--- src/rtl/core/lpff_pkg.sv ---
// types, register indexes and fixed constants of the lidar point frame filter
`default_nettype none

package lpff_pkg;

   // one lidar point in sensor frame
   typedef struct packed {
      logic signed [15:0] point_x;
      logic signed [15:0] point_y;
      logic signed [15:0] point_z;
      logic               point_valid;
      logic               frame_last;
   } req_type;

   // one filtered point
   typedef struct packed {
      logic               kept;
      logic signed [15:0] world_x;
      logic signed [15:0] world_y;
      logic signed [15:0] world_z;
      logic        [15:0] depth;
      logic               scan_last;
   } rsp_type;

   // register indexes
   localparam int NUM_CSR   = 7;
   localparam int CSR_IDX_W = 3;
   localparam logic [CSR_IDX_W-1:0] CSR_SENSOR_ROW_X = 3'd0;
   localparam logic [CSR_IDX_W-1:0] CSR_SENSOR_ROW_Y = 3'd1;
   localparam logic [CSR_IDX_W-1:0] CSR_SENSOR_ROW_Z = 3'd2;
   localparam logic [CSR_IDX_W-1:0] CSR_WORLD_ROW_X  = 3'd3;
   localparam logic [CSR_IDX_W-1:0] CSR_WORLD_ROW_Y  = 3'd4;
   localparam logic [CSR_IDX_W-1:0] CSR_WORLD_ROW_Z  = 3'd5;
   localparam logic [CSR_IDX_W-1:0] CSR_LIMITS       = 3'd6;

   // reset values: identity rows, zero offsets, open limits
   localparam logic [63:0] ROW_X_RESET  = 64'h0000_0000_0000_4000;
   localparam logic [63:0] ROW_Y_RESET  = 64'h0000_0000_4000_0000;
   localparam logic [63:0] ROW_Z_RESET  = 64'h0000_4000_0000_0000;
   localparam logic [63:0] LIMITS_RESET = 64'h7FFF_8000_7FFF_7FFF;

   // rejection thresholds in cm
   localparam int NEAR_SENSOR_SQ = 42 * 42;
   localparam int NEAR_WORLD_SQ  = 45 * 45;
   localparam int BOX_HALF_XY    = 36;
   localparam int BOX_LOW_Z      = -16;
   localparam int BOX_HIGH_Z     = 28;

   // Q2.14 rounding offset
   localparam int Q14_HALF = 8192;

   // square root unit: body squared norm width and one result bit per stage
   localparam int SQ_W     = 38;
   localparam int SQ_STEPS = SQ_W / 2;

   // what travels beside the square root
   typedef struct packed {
      logic               keep;
      logic               last;
      logic signed [15:0] wx;
      logic signed [15:0] wy;
      logic signed [15:0] wz;
   } sq_tag_type;

   // pipeline control for the square root unit
   typedef struct packed {
      logic advance;
      logic valid;
   } sq_ctrl_type;

   // signed Q2.14 coefficient of one column of a rotation row
   function automatic logic signed [15:0] coef(input logic [63:0] row, input logic [1:0] col);
      coef = $signed(row[16*col +: 16]);
   endfunction

   // signed translation of a row
   function automatic logic signed [15:0] offset(input logic [63:0] row);
      offset = $signed(row[63:48]);
   endfunction

endpackage

`default_nettype wire

--- src/rtl/core/lpff_isqrt.sv ---
// pipelined integer square root, one result bit per stage
`default_nettype none

module lpff_isqrt (
   input  wire logic                               clock,
   input  wire logic                               reset,
   input  wire lpff_pkg::sq_ctrl_type              ctrl,
   input  wire logic [lpff_pkg::SQ_W-1:0]          n_in,
   input  wire lpff_pkg::sq_tag_type               tag_in,
   output logic                                    out_valid,
   output logic [lpff_pkg::SQ_STEPS-1:0]           root,
   output lpff_pkg::sq_tag_type                    tag_out
);

   localparam int LAST = lpff_pkg::SQ_STEPS - 1;

   logic                         vld_ff [lpff_pkg::SQ_STEPS];
   logic [lpff_pkg::SQ_W-1:0]    res_ff [lpff_pkg::SQ_STEPS];
   logic [lpff_pkg::SQ_W-1:0]    rem_ff [lpff_pkg::SQ_STEPS-1];
   lpff_pkg::sq_tag_type         tag_ff [lpff_pkg::SQ_STEPS];

   for (genvar k = 0; k < lpff_pkg::SQ_STEPS; k++) begin : g_step
      localparam logic [lpff_pkg::SQ_W-1:0] STEP_BIT =
         lpff_pkg::SQ_W'(1) << (lpff_pkg::SQ_W - 2 - 2 * k);

      logic                       vld_prev;
      logic [lpff_pkg::SQ_W-1:0]  rem_prev;
      logic [lpff_pkg::SQ_W-1:0]  res_prev;
      lpff_pkg::sq_tag_type       tag_prev;
      logic [lpff_pkg::SQ_W:0]    trial;
      logic [lpff_pkg::SQ_W-1:0]  rem_in;
      logic [lpff_pkg::SQ_W-1:0]  res_in;

      // stage input from the port or from the stage before
      if (k == 0) begin : g_first
         assign vld_prev = ctrl.valid;
         assign rem_prev = n_in;
         assign res_prev = '0;
         assign tag_prev = tag_in;
      end else begin : g_next
         assign vld_prev = vld_ff[k-1];
         assign rem_prev = rem_ff[k-1];
         assign res_prev = res_ff[k-1];
         assign tag_prev = tag_ff[k-1];
      end

      // one trial subtraction
      always_comb begin
         trial = {1'b0, res_prev} + {1'b0, STEP_BIT};
         if ({1'b0, rem_prev} >= trial) begin
            rem_in = rem_prev - trial[lpff_pkg::SQ_W-1:0];
            res_in = (res_prev >> 1) + STEP_BIT;
         end else begin
            rem_in = rem_prev;
            res_in = res_prev >> 1;
         end
      end

      // valid bit
      always_ff @(posedge clock) begin
         if (reset) begin
            vld_ff[k] <= 1'b0;
         end else if (ctrl.advance) begin
            vld_ff[k] <= vld_prev;
         end
      end

      // payload
      always_ff @(posedge clock) begin
         if (ctrl.advance) begin
            res_ff[k] <= res_in;
            tag_ff[k] <= tag_prev;
         end
      end

      // remainder, not needed after the last bit
      if (k < LAST) begin : g_rem
         always_ff @(posedge clock) begin
            if (ctrl.advance) begin
               rem_ff[k] <= rem_in;
            end
         end
      end
   end

   assign out_valid = vld_ff[LAST];
   assign root      = res_ff[LAST][lpff_pkg::SQ_STEPS-1:0];
   assign tag_out   = tag_ff[LAST];

endmodule

`default_nettype wire

--- config.mk ---
export PLATFORM = sky130hd
export DESIGN_NAME = lpff_isqrt
export DESIGN_NICKNAME = d
export VERILOG_FILES = /design/src/rtl/core/lpff_pkg.sv /design/src/rtl/core/lpff_isqrt.sv
export SDC_FILE = /design/constraint.sdc
export NUM_CORES = 2
export LEC_CHECK = 0
export BUFFER_PORTS_ARGS = -buffer_cell sky130_fd_sc_hd__buf_2
export CAP_MARGIN = 10
export CORE_MARGIN = 8
export CORE_UTILIZATION = 30
export DETAILED_ROUTE_END_ITERATION = 16
export REMOVE_ABC_BUFFERS = 1
export SLEW_MARGIN = 20
export SYNTH_ARGS = -nofsm -noshare
export SYNTH_HDL_FRONTEND = slang
export SYNTH_SLANG_ARGS = --single-unit
export TNS_END_PERCENT = 5
--- constraint.sdc ---
create_clock -name clock -period 6.9 [get_ports clock]
set_input_delay 0.345 -clock clock [delete_from_list [all_inputs] [get_ports clock]]
set_output_delay 0.345 -clock clock [all_outputs]
set_load 0.03 [all_outputs]
After elaboration in Yosys (flattened, before gate mapping)
Memory sizes are Yosys's and may differ from the RTL's.
Index checks and enable logic that the tools add are counted.

word-level totals
  register bits = 0
  RAM bits = 2,375
  logic and storage cells = 158
  memories kept = 4

cells by class
  add/subtract/negate cells = 54
  $lt $le $gt $ge = 19
  muxes and demuxes = 62
  bitwise logic cells = 19

memory list
  memory  words  bits a word  rd ports  clocked after Yosys merged registers in  wr ports  RTL line          text
  tag_ff  19     50           19        0                                        19        lpff_isqrt.sv:20  lpff_pkg::sq_tag_type tag_ff [lpff_pkg::SQ_STEPS];
  res_ff  19     38           19        0                                        19        lpff_isqrt.sv:18  logic [lpff_pkg::SQ_W-1:0] res_ff [lpff_pkg::SQ_STEPS];
  rem_ff  18     38           18        0                                        18        lpff_isqrt.sv:19  logic [lpff_pkg::SQ_W-1:0] rem_ff [lpff_pkg::SQ_STEPS-1];
  vld_ff  19     1            19        0                                        19        lpff_isqrt.sv:17  logic vld_ff [lpff_pkg::SQ_STEPS];

operators by type and width
  kind                                            number
  two-way mux 38 bit                              36
  greater-or-equal comparator 38 x 39 -> 1 bit    18
  subtractor 38 bit                               17
  adder 38 x 1 -> 39 bit, second input constant   1
  adder 38 x 11 -> 39 bit, second input constant  1
  adder 38 x 13 -> 39 bit, second input constant  1
  adder 38 x 15 -> 39 bit, second input constant  1
  adder 38 x 17 -> 39 bit, second input constant  1
  adder 38 x 19 -> 39 bit, second input constant  1
  adder 38 x 21 -> 39 bit, second input constant  1
  adder 38 x 23 -> 39 bit, second input constant  1
  adder 38 x 25 -> 39 bit, second input constant  1
  adder 38 x 27 -> 39 bit, second input constant  1
  adder 38 x 29 -> 39 bit, second input constant  1
  adder 38 x 3 -> 39 bit, second input constant   1
  adder 38 x 31 -> 39 bit, second input constant  1
  adder 38 x 33 -> 39 bit, second input constant  1
  adder 38 x 35 -> 39 bit, second input constant  1
  adder 38 x 5 -> 39 bit, second input constant   1
  adder 38 x 7 -> 39 bit, second input constant   1
  adder 38 x 9 -> 39 bit, second input constant   1
  adder 37 x 1 -> 38 bit, second input constant   1
  adder 37 x 11 -> 38 bit, second input constant  1
  adder 37 x 13 -> 38 bit, second input constant  1
  other kinds (20)                                62

Longest topological paths before layout
  depth in word-level cells = 4
  gate-level depth with buffers = 12

Worst setup path after synthesis
Ideal clock, no wire load.

  path kind = flip-flop to flip-flop
  from = memory rem_ff[16][30] in the netlist's numbering
  to = memory rem_ff[17][6] in the netlist's numbering (data pin)
  library setup time = 0.260 ns
  data arrival time = 2.801 ns
  path slack = 3.839 ns
  cell stages (with the launch flop) = 8
  path buffers = 1
  period minus slack after synthesis = 3.061 ns
  path through = edfxtp_1 or4_4 or4_4 or4_1 a31oi_1 and4bb_1 buf_6 mux2_2

RTL lines
  element      RTL line
  from (decl)  lpff_isqrt.sv:19

==> qor.yml <==
grt:
  grt_pass1_vias: 35000
  grt_max_degree: 188
  grt_overflow: 0
  grt_pass1_wl_microns: 183000
  grt_use_total_pct: 8.86
  antenna_found_initial: 1
sta:
  finalSetupTns_ps: 0
  slew_viol_final: 0
  worst_pin_slew_ps: 1060
  hold_violations: 0
  finClkSkew_ps: 56.5
  fin_crit_sh_pct: 55.6
  min_period_ps: 3840
  slew_headroom_pct: 29.4
  setup_viol: 0
  rsz0062_at_grt: "no"
  fmax_ghz: 0.261
setup_path:
  critPathArrivalTime_ps: 4370
  cp_common_cell: "o21ai_0"
  cp-start-kind: "flip-flop"
  r2r_start: "rem_ff[12][12]"
  r2r_cells: 9
  timing.rr.end: "rem_ff[13][36]"
  path_class: "flip-flop to flip-flop"
  critPathSlowestCell: "a21o_1"
  end_kind: "flip-flop"
  worstPathMaxFanout: 30
  crit_chain: "ha_1 -> o21ai_0 -> a211oi_1 -> a31oi_1 -> o21ai_0 -> a21o_1 -> nor2b_1 -> nand4_1 -> xnor2_1"
  cpPeakStageDelay_ps: 820
  regToRegSetupSlack_ps: 3060
  crit_required_ps: 7440
min_path:
  hold_path_class: "input port to flip-flop"
  hold_depth: 3
  worstHoldStart: "reset"
  worstHoldEndpoint: "vld_ff[18]"
detailed_routing:
  wl_met2_microns: 54700
  drt_iter0_drc: 1939
  firstDrtPassIters: 8
  dr_wl_met3_microns: 5080
  drc: 0
  wl_per_cell_microns: 14.4
  ant_nets: 0
  top_layer_used: "met4"
  avgViaCountPerCell: 4.32
  routed_wirelength_microns: 114000
  vias: 34300
  wl_met1_microns: 48900
die:
  core_area_sq_um: 234000
  initial_core_util_pct: 30.1
  rows: 178
  fp.dieW_microns: 501
  die_h_microns: 501
  io_pins: 162
  die-area_sq_um: 251000
placed_design:
  gp_congestion: 0.868
  io_buffer_count: 161
  place_hpwl_microns: 73600
clock_tree:
  clock_path_buffers: 3
  cts_setup_buffers: 0
  cts_htree_levels: 4
  clk_latency_ps: 840
  clock_sinks: 1843
  postCtsResizedCells: 0
  cts-root-buf: "clkbuf_16"
  cts_tree: "done"
  cts_buffers: 193
  path_clk_slew_ps: 60
  cts_hold_buf: 91
power:
  power_frac_comb_pct: 9.3
  p_sw_mw: 6.33
  powerDensity_nw_per_um2: 326
  p_leak_nw: 29.2
  clock_power_share_pct: 38.7
  switching_share_pct: 23.4
  irDropWorstVdd_mv: 0.228
  p_int_mw: 20.7
  pwr-share-seq_pct: 52.0
job:
  drv_cap: 0
logic_synthesis:
  ys_top_cells_by_count: "edfxtp_1 (1843), inv_1 (248), nand2_1 (215)"
  yosysMostFrequentCell: "edfxtp_1"
  seq_area_frac_synth_pct: 78.6
  synth_edf_count: 1843
  synth_seq_cells: 1843
  syn_inst: 4190
  synth_top_area_share_pct: 78.6
  netlist_area_sq_um: 70400
  synth_top_area_cell: "edfxtp_1"
  avgSynthCellArea_sq_um: 16.8
  yosys_warnings: 0
  synth_area_leaders: "edfxtp_1 (79%), ha_1 (3.6%), xnor2_1 (1.8%)"
  synthArstFlopShare_pct: 0
  ys.flop_type: "edfxtp_1"
  ys_types: 78
layout:
  syn_to_final_growth_pct: 17.5
  drive_above_1_share_pct: 11.4
  nets: 4912
  nFillCells: 22000
  fin_util_pct: 35.3
status:
  status: "finished, final reports clean"
-- worst max-delay path: cells and delay by family, from the launching register on --
| kind | cells | cell delay, ps |
|---|---|---|
| AOI/OAI and AO/OA | 5 | 2030 |
| xor gates and xnor gates | 1 | 170 |
| adders and majority gates | 1 | 350 |
| DFF | 1 | 400 |
| and+or+nand+nor | 2 | 590 |
-- layout make-up --
class / count / area [sq um] / share of cell area, %
Tap cell: 3150 / 3940 / 4.76
Inverter: 251 / 942 / 1.14
Sequential cell: 1843 / 55300 / 66.9
Clock buffer: 220 / 4930 / 5.96
Antenna cell: 1 / 2.50 / 0.00302
Timing Repair Buffer: 282 / 2060 / 2.49
Clock inverter: 144 / 1620 / 1.95
Multi-Input combinational cell: 2044 / 13900 / 16.8
-- cells in the final DEF (no fill, tap or decap), types with 16 or more instances in the layout --
cell and n:
a211oi_1 17, a21o_1 44, a21oi_1 158, a31oi_1 16, and2_1 27, buf_2 160
buf_4 22, bufinv_16 24, clkbuf_1 27, clkbuf_16 193, clkinv_1 48, clkinv_2 33
dlygate4sd3_1 91, edfxtp_1 1843, ha_1 205, inv_1 248, mux2_2 25, nand2_1 215
nand2b_1 45, nand3_1 47, nand4_1 41, nand4b_1 17, nor2_1 189, nor2b_1 38
nor3_1 99, nor4_1 83, nor4b_1 19, o21a_1 42, o21ai_0 172, o31ai_1 23
or2_2 22, or3_1 35, or4_1 21, xnor2_1 143, xor2_1 132
-- metal layers --
metal	vias to the layer above	track usage [%]
met5	-	0
li1	16900	-
met2	679	15.1
met1	16400	10.4
met3	293	2.19
met4	0	4.49
-- state kept, by name, indices dropped and copies added (netlist names) --
signal / flops
vld_ff: 19
rem_ff: 684
tag_ff: 950
res_ff: 190
-- power by group through the flow --
stage          clock [mW]  sequential (mW)  combinational [mW]
2_1_floorplan           0             14.1                1.70
3_3_place_gp            0             14.2                2.43
3_5_place_dp            0             14.3                2.47
4_1_cts              10.9             14.0                2.52
5_1_grt              11.3             14.1                2.81
6_report             10.4             14.0                2.51
-- logic make-up (layout without fill, tap and decap cells) --
logic type	Yosys count	in the layout	share of synthesized area [%]
buffers and inverters	303	897	1.65
and+or+nand+nor	953	953	7.07
other	0	1	0
muxes	34	34	0.528
xor gates and xnor gates	275	275	3.42
DFF	1843	1843	78.6
AOI/OAI and AO/OA	577	577	5.11
adders and majority gates	205	205	3.64
-- stage by stage --
| step | area (sq um) | hold WS [ps] | std cells | setup slack [ps] | total power, mW |
|---|---|---|---|---|---|
| floorplan | 70200 | 400 | 4138 | 1980 | 15.8 |
| global placement | 75300 | 400 | 7479 | 3190 | 16.7 |
| detailed placement | 75300 | 405 | 7479 | 3140 | 16.7 |
| CTS | 82800 | 26.5 | 7934 | 3080 | 27.4 |
| global route | 82800 | 121 | 7935 | 2590 | 28.2 |
| finish | 82800 | 138 | 7935 | 3060 | 27.0 |
-- how the worst max path moves through the flow --
stage / from / to / cells past startpoint
floorplan: rem_ff[15][31] / rem_ff[16][25] / 8
global placement: rem_ff[12][12] / rem_ff[13][36] / 9
detailed placement: rem_ff[12][12] / rem_ff[13][36] / 9
CTS: rem_ff[12][12] / rem_ff[13][36] / 9
global route: res_ff[12][12] / rem_ff[13][36] / 10
finish: rem_ff[12][12] / rem_ff[13][36] / 9
Power figures use the tool's default switching activity.
